[config.mk]
export PLATFORM = sky130hd
export DESIGN_NAME = console_serial_clock_interrupt_block_flat
export DESIGN_NICKNAME = d
export VERILOG_FILES = /design/src/csc_pkg.sv /design/src/csc_item_if.sv /design/src/csc_result_if.sv /design/src/csc_cfg_regs.sv /design/src/csc_int_enc.sv /design/src/csc_core.sv /design/src/console_serial_clock_interrupt_block.sv /design/src/flat_wrapper.sv
export VERILOG_INCLUDE_DIRS = /design/src /design/src/src
export SDC_FILE = /design/constraint.sdc
export NUM_CORES = 1
export LEC_CHECK = 0
export BUFFER_PORTS_ARGS = -buffer_cell sky130_fd_sc_hd__buf_2
export CORE_MARGIN = 2
export CORE_UTILIZATION = 61
export CTS_BUF_LIST = sky130_fd_sc_hd__clkbuf_4 sky130_fd_sc_hd__clkbuf_8
export CTS_CLUSTER_DIAMETER = 30
export CTS_CLUSTER_SIZE = 20
export DETAILED_ROUTE_END_ITERATION = 8
export PLACE_DENSITY = 0.81
export SETUP_SLACK_MARGIN = 0.02
export SYNTH_ARGS = -nofsm -noshare
export SYNTH_HDL_FRONTEND = slang
export SYNTH_SLANG_ARGS = --single-unit
export TNS_END_PERCENT = 10
[constraint.sdc]
create_clock -name clk -period 5.1 [get_ports clk]
set_input_delay 1.02 -clock clk [delete_from_list [all_inputs] [get_ports clk]]
set_output_delay 1.02 -clock clk [all_outputs]
set_load 0.005 [all_outputs]
[src/console_serial_clock_interrupt_block_assert.svh]
// Assertion macros for the console serial and line clock block.
// Used by the top level; refers to the clk and rst_n of the including module.
`ifndef CONSOLE_SERIAL_CLOCK_INTERRUPT_BLOCK_ASSERT_SVH
`define CONSOLE_SERIAL_CLOCK_INTERRUPT_BLOCK_ASSERT_SVH

// Same-cycle implication, checked at every rising edge out of reset.
`define CSC_ASSERT_SAME(name, ante, cons) \
    name: assert property (@(posedge clk) disable iff (!rst_n) (ante) |-> (cons)) \
        else $error("csc: same-cycle check failed");

// Next-cycle implication.
`define CSC_ASSERT_NEXT(name, ante, cons) \
    name: assert property (@(posedge clk) disable iff (!rst_n) (ante) |=> (cons)) \
        else $error("csc: next-cycle check failed");

`endif

[src/csc_pkg.sv]
// Shared types, codes and reset constants of the console serial and line clock block.
// No dependencies.
`timescale 1ns / 1ps

package csc_pkg;

    typedef enum logic [1:0] {
        CMD_READ    = 2'd0,
        CMD_WRITE   = 2'd1,
        CMD_TICK    = 2'd2,
        CMD_RX_CHAR = 2'd3
    } csc_cmd_t;

    typedef enum logic [2:0] {
        SEL_RX_STATUS  = 3'd0,
        SEL_RX_BUFFER  = 3'd1,
        SEL_TX_STATUS  = 3'd2,
        SEL_TX_BUFFER  = 3'd3,
        SEL_CLK_STATUS = 3'd4
    } csc_sel_t;

    typedef enum logic [2:0] {
        CFG_CLOCK_LIMIT = 3'd0,
        CFG_TX_DELAY    = 3'd1,
        CFG_CLK_VECTOR  = 3'd2,
        CFG_CLK_LEVEL   = 3'd3,
        CFG_RX_VECTOR   = 3'd4,
        CFG_RX_LEVEL    = 3'd5,
        CFG_TX_VECTOR   = 3'd6,
        CFG_TX_LEVEL    = 3'd7
    } csc_cfg_idx_t;

    localparam int BIT_IE   = 6;
    localparam int BIT_DONE = 7;

    localparam int PEND_CLK = 0;
    localparam int PEND_RX  = 1;
    localparam int PEND_TX  = 2;

    localparam logic [15:0] CLOCK_LIMIT_RESET = 16'd8000;
    localparam logic [9:0]  TX_DELAY_RESET    = 10'd100;
    localparam logic [8:0]  CLK_VECTOR_RESET  = 9'd64;
    localparam logic [2:0]  CLK_LEVEL_RESET   = 3'd6;
    localparam logic [8:0]  RX_VECTOR_RESET   = 9'd48;
    localparam logic [2:0]  RX_LEVEL_RESET    = 3'd4;
    localparam logic [8:0]  TX_VECTOR_RESET   = 9'd52;
    localparam logic [2:0]  TX_LEVEL_RESET    = 3'd4;

    typedef struct packed {
        logic [15:0] clock_limit;
        logic [9:0]  tx_delay;
        logic [8:0]  clk_vector;
        logic [2:0]  clk_level;
        logic [8:0]  rx_vector;
        logic [2:0]  rx_level;
        logic [8:0]  tx_vector;
        logic [2:0]  tx_level;
    } csc_cfg_t;

    typedef struct packed {
        logic [1:0]  command;
        logic [2:0]  reg_select;
        logic        odd_byte;
        logic [15:0] write_data;
        logic [7:0]  rx_char;
    } csc_item_t;

    typedef struct packed {
        logic [15:0] read_data;
        logic        rx_accepted;
        logic        int_request;
        logic [8:0]  int_vector;
        logic [7:0]  int_level_bits;
    } csc_result_t;

    typedef struct packed {
        logic       any;
        logic [8:0] vector;
        logic [7:0] level_bits;
    } csc_enc_t;

    function automatic logic [15:0] status_word(input logic done, input logic enable);
        return {8'h00, done, enable, 6'h00};
    endfunction

endpackage

[src/csc_item_if.sv]
// Input channel of the console serial and line clock block: one bus access,
// tick or received character per item. No dependencies.
`timescale 1ns / 1ps

interface csc_item_if;
    logic        valid;
    logic        ready;
    logic [1:0]  command;
    logic [2:0]  reg_select;
    logic        odd_byte;
    logic [15:0] write_data;
    logic [7:0]  rx_char;

    modport source (
        output valid, command, reg_select, odd_byte, write_data, rx_char,
        input  ready
    );
    modport sink (
        input  valid, command, reg_select, odd_byte, write_data, rx_char,
        output ready
    );
endinterface

[src/csc_result_if.sv]
// Result channel of the console serial and line clock block: read data,
// receive status and the interrupt request. No dependencies.
`timescale 1ns / 1ps

interface csc_result_if;
    logic        valid;
    logic        ready;
    logic [15:0] read_data;
    logic        rx_accepted;
    logic        int_request;
    logic [8:0]  int_vector;
    logic [7:0]  int_level_bits;

    modport source (
        output valid, read_data, rx_accepted, int_request, int_vector, int_level_bits,
        input  ready
    );
    modport sink (
        input  valid, read_data, rx_accepted, int_request, int_vector, int_level_bits,
        output ready
    );
endinterface

[src/csc_cfg_regs.sv]
// Configuration registers: clock limit, transmit delay, vectors and levels.
// Depends on csc_pkg.
`timescale 1ns / 1ps

module csc_cfg_regs (
    input  logic               clk,
    input  logic               rst_n,
    input  logic               cfg_we,
    input  logic [2:0]         cfg_index,
    input  logic [15:0]        cfg_data,
    output csc_pkg::csc_cfg_t  cfg
);

    csc_pkg::csc_cfg_t cfg_reg;
    csc_pkg::csc_cfg_t cfg_next;

    always_comb
    begin
        cfg_next = cfg_reg;
        if (cfg_we)
        begin
            case (csc_pkg::csc_cfg_idx_t'(cfg_index))
                csc_pkg::CFG_CLOCK_LIMIT: cfg_next.clock_limit = cfg_data;
                csc_pkg::CFG_TX_DELAY:    cfg_next.tx_delay    = cfg_data[9:0];
                csc_pkg::CFG_CLK_VECTOR:  cfg_next.clk_vector  = cfg_data[8:0];
                csc_pkg::CFG_CLK_LEVEL:   cfg_next.clk_level   = cfg_data[2:0];
                csc_pkg::CFG_RX_VECTOR:   cfg_next.rx_vector   = cfg_data[8:0];
                csc_pkg::CFG_RX_LEVEL:    cfg_next.rx_level    = cfg_data[2:0];
                csc_pkg::CFG_TX_VECTOR:   cfg_next.tx_vector   = cfg_data[8:0];
                csc_pkg::CFG_TX_LEVEL:    cfg_next.tx_level    = cfg_data[2:0];
                default:                  cfg_next = cfg_reg;
            endcase
        end
    end

    always_ff @(posedge clk or negedge rst_n)
    begin
        if (!rst_n)
        begin
            cfg_reg.clock_limit <= csc_pkg::CLOCK_LIMIT_RESET;
            cfg_reg.tx_delay    <= csc_pkg::TX_DELAY_RESET;
            cfg_reg.clk_vector  <= csc_pkg::CLK_VECTOR_RESET;
            cfg_reg.clk_level   <= csc_pkg::CLK_LEVEL_RESET;
            cfg_reg.rx_vector   <= csc_pkg::RX_VECTOR_RESET;
            cfg_reg.rx_level    <= csc_pkg::RX_LEVEL_RESET;
            cfg_reg.tx_vector   <= csc_pkg::TX_VECTOR_RESET;
            cfg_reg.tx_level    <= csc_pkg::TX_LEVEL_RESET;
        end
        else
        begin
            cfg_reg <= cfg_next;
        end
    end

    assign cfg = cfg_reg;

endmodule

[src/csc_int_enc.sv]
// Fixed-priority interrupt encoder: clock, then receiver, then transmitter.
// Depends on csc_pkg.
`timescale 1ns / 1ps

module csc_int_enc (
    input  logic [2:0]         pending,
    input  csc_pkg::csc_cfg_t  cfg,
    output csc_pkg::csc_enc_t  enc
);

    always_comb
    begin
        enc.any        = |pending;
        enc.vector     = cfg.tx_vector;
        enc.level_bits = 8'b1 << cfg.tx_level;
        if (pending[csc_pkg::PEND_CLK])
        begin
            enc.vector     = cfg.clk_vector;
            enc.level_bits = 8'b1 << cfg.clk_level;
        end
        else if (pending[csc_pkg::PEND_RX])
        begin
            enc.vector     = cfg.rx_vector;
            enc.level_bits = 8'b1 << cfg.rx_level;
        end
    end

endmodule

[src/csc_core.sv]
// Device state of the receiver, transmitter and line clock, with the update
// and result logic for one item. Depends on csc_pkg and csc_int_enc.
`timescale 1ns / 1ps

module csc_core (
    input  logic                  clk,
    input  logic                  rst_n,
    input  logic                  step,
    input  csc_pkg::csc_item_t    item,
    input  csc_pkg::csc_cfg_t     cfg,
    output csc_pkg::csc_result_t  result
);

    logic        rx_done_reg,   rx_done_next;
    logic        rx_enable_reg, rx_enable_next;
    logic [7:0]  rx_byte_reg,   rx_byte_next;
    logic        tx_done_reg,   tx_done_next;
    logic        tx_enable_reg, tx_enable_next;
    logic [7:0]  tx_byte_reg,   tx_byte_next;
    logic [9:0]  tx_countdown_reg, tx_countdown_next;
    logic        clk_done_reg,  clk_done_next;
    logic        clk_enable_reg, clk_enable_next;
    logic [15:0] clk_count_reg, clk_count_next;
    logic [2:0]  pending_reg,   pending_next;
    logic [8:0]  held_vector_reg, held_vector_next;
    logic [7:0]  held_level_reg,  held_level_next;

    logic [15:0] rdata;
    logic        accepted;
    logic [16:0] count_inc;
    logic [9:0]  count_dec;
    logic        new_ie;
    csc_pkg::csc_enc_t enc;

    assign new_ie    = item.write_data[csc_pkg::BIT_IE];
    assign count_inc = {1'b0, clk_count_reg} + 17'd1;
    assign count_dec = tx_countdown_reg - 10'd1;

    always_comb
    begin
        rx_done_next      = rx_done_reg;
        rx_enable_next    = rx_enable_reg;
        rx_byte_next      = rx_byte_reg;
        tx_done_next      = tx_done_reg;
        tx_enable_next    = tx_enable_reg;
        tx_byte_next      = tx_byte_reg;
        tx_countdown_next = tx_countdown_reg;
        clk_done_next     = clk_done_reg;
        clk_enable_next   = clk_enable_reg;
        clk_count_next    = clk_count_reg;
        pending_next      = pending_reg;
        rdata             = 16'h0000;
        accepted          = 1'b0;

        case (csc_pkg::csc_cmd_t'(item.command))
            csc_pkg::CMD_READ:
            begin
                case (csc_pkg::csc_sel_t'(item.reg_select))
                    csc_pkg::SEL_RX_STATUS:
                        rdata = csc_pkg::status_word(rx_done_reg, rx_enable_reg);
                    csc_pkg::SEL_RX_BUFFER:
                    begin
                        rdata = {8'h00, rx_byte_reg};
                        rx_done_next = 1'b0;
                        pending_next[csc_pkg::PEND_RX] = 1'b0;
                    end
                    csc_pkg::SEL_TX_STATUS:
                        rdata = csc_pkg::status_word(tx_done_reg, tx_enable_reg);
                    csc_pkg::SEL_TX_BUFFER:
                        rdata = {8'h00, tx_byte_reg};
                    csc_pkg::SEL_CLK_STATUS:
                        rdata = csc_pkg::status_word(clk_done_reg, clk_enable_reg);
                    default:
                        rdata = 16'h0000;
                endcase
            end
            csc_pkg::CMD_WRITE:
            begin
                case (csc_pkg::csc_sel_t'(item.reg_select))
                    csc_pkg::SEL_RX_STATUS:
                    begin
                        if (!item.odd_byte)
                        begin
                            // Raise only on the enable edge with a character waiting
                            if (!new_ie)
                                pending_next[csc_pkg::PEND_RX] = 1'b0;
                            else if (rx_done_reg && !rx_enable_reg)
                                pending_next[csc_pkg::PEND_RX] = 1'b1;
                            rx_enable_next = new_ie;
                        end
                    end
                    csc_pkg::SEL_TX_STATUS:
                    begin
                        if (!item.odd_byte)
                        begin
                            if (!new_ie)
                                pending_next[csc_pkg::PEND_TX] = 1'b0;
                            else if (tx_done_reg && !tx_enable_reg)
                                pending_next[csc_pkg::PEND_TX] = 1'b1;
                            tx_enable_next = new_ie;
                        end
                    end
                    csc_pkg::SEL_TX_BUFFER:
                    begin
                        if (!item.odd_byte)
                            tx_byte_next = item.write_data[7:0];
                        tx_done_next = 1'b0;
                        pending_next[csc_pkg::PEND_TX] = 1'b0;
                        tx_countdown_next = cfg.tx_delay;
                    end
                    csc_pkg::SEL_CLK_STATUS:
                    begin
                        if (!item.odd_byte)
                        begin
                            clk_enable_next = new_ie;
                            // A one in the done bit leaves done alone
                            if (!item.write_data[csc_pkg::BIT_DONE])
                                clk_done_next = 1'b0;
                            if (!clk_enable_next || !clk_done_next)
                                pending_next[csc_pkg::PEND_CLK] = 1'b0;
                        end
                    end
                    default:
                        rdata = 16'h0000;
                endcase
            end
            csc_pkg::CMD_TICK:
            begin
                if (count_inc > {1'b0, cfg.clock_limit})
                begin
                    clk_count_next = 16'h0000;
                    clk_done_next  = 1'b1;
                    if (clk_enable_reg)
                        pending_next[csc_pkg::PEND_CLK] = 1'b1;
                end
                else
                begin
                    clk_count_next = count_inc[15:0];
                end
                if (tx_countdown_reg != 10'd0)
                begin
                    tx_countdown_next = count_dec;
                    if (count_dec == 10'd0)
                    begin
                        tx_done_next = 1'b1;
                        if (tx_enable_reg)
                            pending_next[csc_pkg::PEND_TX] = 1'b1;
                    end
                end
            end
            csc_pkg::CMD_RX_CHAR:
            begin
                // Drop the character while the buffer is still full
                if (!rx_done_reg)
                begin
                    rx_byte_next = item.rx_char;
                    rx_done_next = 1'b1;
                    if (rx_enable_reg)
                        pending_next[csc_pkg::PEND_RX] = 1'b1;
                    accepted = 1'b1;
                end
            end
            default:
                rdata = 16'h0000;
        endcase
    end

    csc_int_enc u_int_enc (
        .pending (pending_next),
        .cfg     (cfg),
        .enc     (enc)
    );

    assign held_vector_next = enc.any ? enc.vector     : held_vector_reg;
    assign held_level_next  = enc.any ? enc.level_bits : held_level_reg;

    always_comb
    begin
        result.read_data      = rdata;
        result.rx_accepted    = accepted;
        result.int_request    = enc.any;
        result.int_vector     = held_vector_next;
        result.int_level_bits = held_level_next;
    end

    always_ff @(posedge clk or negedge rst_n)
    begin
        if (!rst_n)
        begin
            rx_done_reg      <= 1'b0;
            rx_enable_reg    <= 1'b0;
            rx_byte_reg      <= 8'h00;
            tx_done_reg      <= 1'b1;
            tx_enable_reg    <= 1'b0;
            tx_byte_reg      <= 8'h00;
            tx_countdown_reg <= 10'd0;
            clk_done_reg     <= 1'b1;
            clk_enable_reg   <= 1'b0;
            clk_count_reg    <= 16'h0000;
            pending_reg      <= 3'b000;
            held_vector_reg  <= 9'd0;
            held_level_reg   <= 8'h00;
        end
        else if (step)
        begin
            rx_done_reg      <= rx_done_next;
            rx_enable_reg    <= rx_enable_next;
            rx_byte_reg      <= rx_byte_next;
            tx_done_reg      <= tx_done_next;
            tx_enable_reg    <= tx_enable_next;
            tx_byte_reg      <= tx_byte_next;
            tx_countdown_reg <= tx_countdown_next;
            clk_done_reg     <= clk_done_next;
            clk_enable_reg   <= clk_enable_next;
            clk_count_reg    <= clk_count_next;
            pending_reg      <= pending_next;
            held_vector_reg  <= held_vector_next;
            held_level_reg   <= held_level_next;
        end
    end

endmodule

[src/console_serial_clock_interrupt_block.sv]
// Top level of the console receiver, transmitter and line clock block.
// Depends on csc_pkg, csc_item_if, csc_result_if, csc_cfg_regs, csc_core
// and the assertion macro header.
//
//   channel     dir   kind            payload
//   item_in     in    valid/ready     command, reg_select, odd_byte, write_data, rx_char
//   result_out  out   valid/ready     read_data, rx_accepted, int_request, int_vector,
//                                     int_level_bits
//   cfg_*       in    write enable    cfg_index (3 bits), cfg_data (16 bits)
//
// One item per cycle sustained while result_out is ready; an item taken goes into the input
// register, then into the result register when it advances, and its result is offered from there.
// The device state updates as an item moves from the input register into the result register.
// A stalled result holds the result register; the input register still takes one item.
// rst_n is asynchronous and clears all control and device state; no clearing pass.
`timescale 1ns / 1ps

`include "console_serial_clock_interrupt_block_assert.svh"

module console_serial_clock_interrupt_block (
    input  logic               clk,
    input  logic               rst_n,
    csc_item_if.sink           item_in,
    csc_result_if.source       result_out,
    input  logic               cfg_we,
    input  logic [2:0]         cfg_index,
    input  logic [15:0]        cfg_data
);

    logic                  in_valid_reg;
    csc_pkg::csc_item_t    in_item_reg;
    logic                  out_valid_reg;
    csc_pkg::csc_result_t  out_result_reg;
    logic                  advance;
    csc_pkg::csc_cfg_t     cfg;
    csc_pkg::csc_result_t  core_result;

    assign advance       = in_valid_reg && (!out_valid_reg || result_out.ready);
    assign item_in.ready = !in_valid_reg || advance;

    csc_cfg_regs u_cfg_regs (
        .clk       (clk),
        .rst_n     (rst_n),
        .cfg_we    (cfg_we),
        .cfg_index (cfg_index),
        .cfg_data  (cfg_data),
        .cfg       (cfg)
    );

    csc_core u_core (
        .clk    (clk),
        .rst_n  (rst_n),
        .step   (advance),
        .item   (in_item_reg),
        .cfg    (cfg),
        .result (core_result)
    );

    always_ff @(posedge clk or negedge rst_n)
    begin
        if (!rst_n)
        begin
            in_valid_reg  <= 1'b0;
            out_valid_reg <= 1'b0;
        end
        else
        begin
            if (item_in.ready)
                in_valid_reg <= item_in.valid;
            if (advance)
                out_valid_reg <= 1'b1;
            else if (result_out.ready)
                out_valid_reg <= 1'b0;
        end
    end

    always_ff @(posedge clk)
    begin
        if (item_in.ready && item_in.valid)
        begin
            in_item_reg.command    <= item_in.command;
            in_item_reg.reg_select <= item_in.reg_select;
            in_item_reg.odd_byte   <= item_in.odd_byte;
            in_item_reg.write_data <= item_in.write_data;
            in_item_reg.rx_char    <= item_in.rx_char;
        end
        if (advance)
            out_result_reg <= core_result;
    end

    assign result_out.valid          = out_valid_reg;
    assign result_out.read_data      = out_result_reg.read_data;
    assign result_out.rx_accepted    = out_result_reg.rx_accepted;
    assign result_out.int_request    = out_result_reg.int_request;
    assign result_out.int_vector     = out_result_reg.int_vector;
    assign result_out.int_level_bits = out_result_reg.int_level_bits;

    `CSC_ASSERT_NEXT(a_advance_fills_out, advance, out_valid_reg)
    `CSC_ASSERT_SAME(a_level_onehot, out_valid_reg && out_result_reg.int_request, $onehot(out_result_reg.int_level_bits))
    `CSC_ASSERT_SAME(a_accept_on_rx_only, advance && core_result.rx_accepted, in_item_reg.command == csc_pkg::CMD_RX_CHAR)
    `CSC_ASSERT_SAME(a_rdata_on_read_only, advance && (in_item_reg.command != csc_pkg::CMD_READ), core_result.read_data == 16'h0000)

endmodule
[src/flat_wrapper.sv]
// flat-port wrapper written by rule: the top's interface ports become plain ports
module console_serial_clock_interrupt_block_flat 
  (clk, rst_n, cfg_we, cfg_index, cfg_data, item_in_valid, item_in_command, item_in_reg_select, item_in_odd_byte, item_in_write_data, item_in_rx_char, item_in_ready, result_out_valid, result_out_read_data, result_out_rx_accepted, result_out_int_request, result_out_int_vector, result_out_int_level_bits, result_out_ready);
  csc_item_if item_in_i ();
  csc_result_if result_out_i ();
  input  logic clk;
  input  logic rst_n;
  input  logic cfg_we;
  input  logic [2:0] cfg_index;
  input  logic [15:0] cfg_data;
  input wire logic [$bits(item_in_i.valid)-1:0] item_in_valid;
  input wire logic [$bits(item_in_i.command)-1:0] item_in_command;
  input wire logic [$bits(item_in_i.reg_select)-1:0] item_in_reg_select;
  input wire logic [$bits(item_in_i.odd_byte)-1:0] item_in_odd_byte;
  input wire logic [$bits(item_in_i.write_data)-1:0] item_in_write_data;
  input wire logic [$bits(item_in_i.rx_char)-1:0] item_in_rx_char;
  output wire logic [$bits(item_in_i.ready)-1:0] item_in_ready;
  output wire logic [$bits(result_out_i.valid)-1:0] result_out_valid;
  output wire logic [$bits(result_out_i.read_data)-1:0] result_out_read_data;
  output wire logic [$bits(result_out_i.rx_accepted)-1:0] result_out_rx_accepted;
  output wire logic [$bits(result_out_i.int_request)-1:0] result_out_int_request;
  output wire logic [$bits(result_out_i.int_vector)-1:0] result_out_int_vector;
  output wire logic [$bits(result_out_i.int_level_bits)-1:0] result_out_int_level_bits;
  input wire logic [$bits(result_out_i.ready)-1:0] result_out_ready;
  assign item_in_i.valid = item_in_valid;
  assign item_in_i.command = item_in_command;
  assign item_in_i.reg_select = item_in_reg_select;
  assign item_in_i.odd_byte = item_in_odd_byte;
  assign item_in_i.write_data = item_in_write_data;
  assign item_in_i.rx_char = item_in_rx_char;
  assign item_in_ready = item_in_i.ready;
  assign result_out_valid = result_out_i.valid;
  assign result_out_read_data = result_out_i.read_data;
  assign result_out_rx_accepted = result_out_i.rx_accepted;
  assign result_out_int_request = result_out_i.int_request;
  assign result_out_int_vector = result_out_i.int_vector;
  assign result_out_int_level_bits = result_out_i.int_level_bits;
  assign result_out_i.ready = result_out_ready;
  console_serial_clock_interrupt_block u_core (.clk(clk), .rst_n(rst_n), .item_in(item_in_i), .result_out(result_out_i), .cfg_we(cfg_we), .cfg_index(cfg_index), .cfg_data(cfg_data));
endmodule
==> flow_results.xml <==
<?xml version="1.0" encoding="UTF-8"?>
<metrics>
  <group name="run_status">
    <metric name="result_of_the_run" unit="">complete, no violations</metric>
  </group>
  <group name="timing">
    <metric name="finalWorstPathRequiredPeriod" unit="ps">4460</metric>
    <metric name="timing.max_slew.rel_slack" unit="">0.186</metric>
    <metric name="final-max-slew-violation-count" unit="">0</metric>
    <metric name="unrepaired_setup_endpoints_after_global_routing" unit="">false</metric>
    <metric name="fin_tns_setup" unit="ps">0</metric>
    <metric name="timing.final.setup_violations" unit="">0</metric>
    <metric name="finalHoldViolCount" unit="">0</metric>
    <metric name="worst_slack" unit="ps">644</metric>
    <metric name="fin_crit_sh" unit="">0.874</metric>
    <metric name="achievable-frequency" unit="MHz">224</metric>
    <metric name="timing.clock.skew" unit="ps">13.7</metric>
    <metric name="worst_slew_pin_slew" unit="ps">1210</metric>
  </group>
  <group name="drt">
    <metric name="via_per_inst" unit="">6.21</metric>
    <metric name="number_of_vias_after_detailed_routing" unit="">6532</metric>
    <metric name="first_iter_violations" unit="">584</metric>
    <metric name="drt_drc_violations_left" unit="">0</metric>
    <metric name="totalWireLength" unit="mm">18.8</metric>
    <metric name="wl_per_cell" unit="um">17.8</metric>
    <metric name="drt_pre_antenna_iters" unit="">6</metric>
    <metric name="drtAntennaViolNets" unit="">0</metric>
  </group>
  <group name="synthesis">
    <metric name="synth-main-ff-cell" unit="">dfrtp_1</metric>
    <metric name="synth_seq_area_share" unit="">0.534</metric>
    <metric name="synthesis.instances" unit="">792</metric>
    <metric name="post_synth.cell_area_avg" unit="um^2">11.3</metric>
    <metric name="synth_area_leader_cell" unit="">dfrtp_1</metric>
    <metric name="ys_types" unit="">82</metric>
    <metric name="synthesized_area" unit="um^2">8990</metric>
    <metric name="netlist.area_leader.share" unit="">0.309</metric>
    <metric name="yosys_register_bits" unit="">181</metric>
    <metric name="synth-edff-count" unit="">49</metric>
    <metric name="yosys-top-cells-area" unit="">dfrtp_1 (31%), edfxtp_1 (16%), mux2_2 (7.9%)</metric>
    <metric name="ys_warn_count" unit="">0</metric>
    <metric name="async_flop_share" unit="">0.729</metric>
  </group>
  <group name="worst_setup_path">
    <metric name="worst-setup-path-type" unit="">register to register</metric>
    <metric name="critical_path.endpoint_type" unit="">register</metric>
    <metric name="regToRegSetupSlack" unit="ps">640</metric>
    <metric name="timing.reg2reg.worst_path_depth" unit="">13</metric>
    <metric name="timing.critical_path.to" unit="">u_core.u_core.held_vector_reg[3]</metric>
    <metric name="critPathMaxStageDelay" unit="ps">590</metric>
    <metric name="critPathMaxFanout" unit="">14</metric>
    <metric name="critPathRequiredTime" unit="ps">5450</metric>
    <metric name="worstPathCellList" unit="">ha_1, nand4_1, or3_1, or2_2, xnor2_1, ha_1, nand3_1, nor4_1, and3_1, a211o_1, buf_4, a21oi_1, o32ai_1</metric>
    <metric name="reg2reg_to" unit="">u_core.u_core.held_vector_reg[3]</metric>
    <metric name="r2r_start" unit="">u_core.u_core.clk_count_reg[0]</metric>
    <metric name="startpoint_type" unit="">register</metric>
    <metric name="crit_path_start" unit="">u_core.u_core.clk_count_reg[0]</metric>
    <metric name="crit_slowest_cell" unit="">a211o_1</metric>
    <metric name="library_cell_appearing_most_often_on_the_critical_path" unit="">ha_1</metric>
    <metric name="cp_data_arrival_time" unit="ps">4800</metric>
  </group>
  <group name="final_layout">
    <metric name="multi_input_area" unit="um^2">3790</metric>
    <metric name="antenna-diode-count" unit="">0</metric>
    <metric name="final_core_util" unit="">0.682</metric>
    <metric name="sequential_cell_area" unit="um^2">4800</metric>
    <metric name="final_layout_size_suffix_gt1_frac" unit="">0.259</metric>
    <metric name="mostFrequentLayoutCell" unit="">dfrtp_1</metric>
    <metric name="most-common-layout-cells" unit="">dfrtp_1 (111), buf_2 (73), mux2_2 (63)</metric>
    <metric name="area_growth_syn_to_layout" unit="%">9.80</metric>
    <metric name="largest_register_ffs" unit="">62</metric>
    <metric name="fin_nets" unit="">932</metric>
    <metric name="layout.filler_cells" unit="">1053</metric>
  </group>
  <group name="clocking">
    <metric name="tritoncts.num_buffers" unit="">17</metric>
    <metric name="cts.sinks" unit="">181</metric>
    <metric name="clk_root_buffer_cell" unit="">clkbuf_8</metric>
    <metric name="h-tree-depth" unit="">4</metric>
    <metric name="ctsResizeCount" unit="">0</metric>
    <metric name="clock_latency" unit="ps">460</metric>
    <metric name="post_cts_repair_timing_setup_buffer_count" unit="">0</metric>
    <metric name="cts_tree" unit="">built</metric>
    <metric name="cts-hold-fix-buffers" unit="">0</metric>
    <metric name="clk_slew_on_worst_s_h_paths" unit="ps">90</metric>
    <metric name="clockBufferDepth" unit="">2</metric>
  </group>
  <group name="power">
    <metric name="power-per-cell-area" unit="nW/um^2">399</metric>
    <metric name="sw_frac_of_total" unit="">0.310</metric>
    <metric name="leakage" unit="nW">4.19</metric>
    <metric name="clockPowerShare" unit="">0.246</metric>
    <metric name="p_switching" unit="mW">1.22</metric>
    <metric name="cellInternalPower" unit="mW">2.72</metric>
    <metric name="power.share.sequential" unit="">0.528</metric>
    <metric name="power.ir.vdd_worst" unit="V">0.000204</metric>
    <metric name="share_comb_of_total_power" unit="">0.226</metric>
  </group>
  <group name="global_route">
    <metric name="largest_net_degree_at_the_start_of_global_routing" unit="">72</metric>
    <metric name="globalRoute.totalOverflow" unit="">0</metric>
    <metric name="first_global_vias" unit="">6478</metric>
    <metric name="grt_pass1_wl" unit="mm">31.4</metric>
    <metric name="antenna_found_initial" unit="">0</metric>
    <metric name="global_route.usage.total" unit="">0.247</metric>
  </group>
  <group name="floorplan">
    <metric name="die_height" unit="um">125</metric>
    <metric name="initial_core_util" unit="">0.621</metric>
    <metric name="dieArea" unit="um^2">15700</metric>
    <metric name="num_io_pins" unit="">91</metric>
    <metric name="design.core.area" unit="um^2">14500</metric>
    <metric name="fp.dieW" unit="um">125</metric>
    <metric name="num_rows" unit="">44</metric>
  </group>
  <group name="hold_path">
    <metric name="worst_min_delay_path_class" unit="">register to register</metric>
  </group>
  <group name="run">
    <metric name="drv_cap" unit="">0</metric>
  </group>
  <group name="place">
    <metric name="gp_routability_congestion" unit="">0.899</metric>
    <metric name="post-dp-hpwl" unit="mm">13.2</metric>
    <metric name="placement.setup.worst_slack" unit="ps">727</metric>
    <metric name="io_buffer_count" unit="">74</metric>
  </group>
</metrics>
## power groups by stage
stage / logic, mW / registers (mW) / clock network [mW]
after detailed placement: 0.884 / 2.10 / 0
after global routing: 0.997 / 2.12 / 1.06
final: 0.891 / 2.08 / 0.970
after floorplan: 0.697 / 2.02 / 0
after global placement: 0.832 / 2.08 / 0
after CTS: 0.890 / 2.08 / 0.988
## through the flow
step	cell area (um^2)	power [mW]	hold slack, ps	cells
final	9870	3.94	486	1052
after global routing	9870	4.17	508	1052
after CTS	9870	3.95	489	1052
after detailed placement	9480	2.99	466	1020
after global placement	9480	2.91	460	1020
after floorplan	9010	2.71	454	799
## per-layer routing
| layer | part of all wire | GRT usage | vias up |
|---|---|---|---|
| met3 | 0.059 | 0.0603 | 39 |
| met4 | 0.020 | 0.0752 | 0 |
| met2 | 0.50 | 0.412 | 252 |
| met1 | 0.43 | 0.324 | 3201 |
| met5 | 0 | 0 | - |
| li1 | - | - | 3040 |
## final cells by class
class,count,share of cell area
repair buffers,86,0.0469
clock buffers,19,0.0252
inverters,50,0.0190
well taps,184,0.0233
clock inverters,13,0.0147
flip-flops and latches,181,0.486
multi-input cells,519,0.384
## worst min-delay path by stage
stage	start	endpoint	slack (ps)	cells past startpoint
6_report	u_core.in_item_reg[6]	u_core.u_core.rx_byte_reg[6]	490	1
5_1_grt	u_core.in_item_reg[5]	u_core.u_core.rx_byte_reg[5]	510	1
4_1_cts	u_core.u_core.clk_done_reg	u_core.u_core.clk_done_reg	490	2
3_5_place_dp	u_core.in_item_reg[11]	u_core.u_core.tx_byte_reg[3]	470	1
3_3_place_gp	u_core.in_item_reg[4]	u_core.u_core.rx_byte_reg[4]	460	1
2_1_floorplan	u_core.in_item_reg[8]	u_core.u_core.tx_byte_reg[0]	450	1
## synth_stat cells (9+ instances only)
master / instances
and2_1: 15
ha_1: 23
mux2_2: 63
o32ai_1: 9
nand2_1: 56
clkbuf_1: 29
o2bb2ai_1: 11
o211ai_1: 11
o21ai_0: 43
nor2_1: 37
a21oi_1: 22
dfstp_2: 21
inv_1: 50
edfxtp_1: 49
dfrtp_1: 111
a211oi_1: 10
a22oi_1: 12
nand3_1: 21
xnor2_1: 11
## critical path, delay by kind of cell (launching register included)
| kind | cells | cell delay, ps |
|---|---|---|
| AO/OA/AOI/OAI | 3 | 1040 |
| flip-flops | 1 | 430 |
| AND/OR/NAND/NOR | 6 | 1880 |
| buffers and inverters | 1 | 270 |
| adder cells (fa/ha/maj) | 2 | 570 |
| XOR/XNOR | 1 | 140 |
## cells by family after synthesis
family | synth area share
fa+ha+maj | 0.0320
simple gates | 0.126
compound gates | 0.154
buf+inv | 0.0473
mux | 0.0928
flops | 0.534
other cells | 0.000417
xor+xnor | 0.0136
Note: power is estimated with default switching activity, not from simulation.
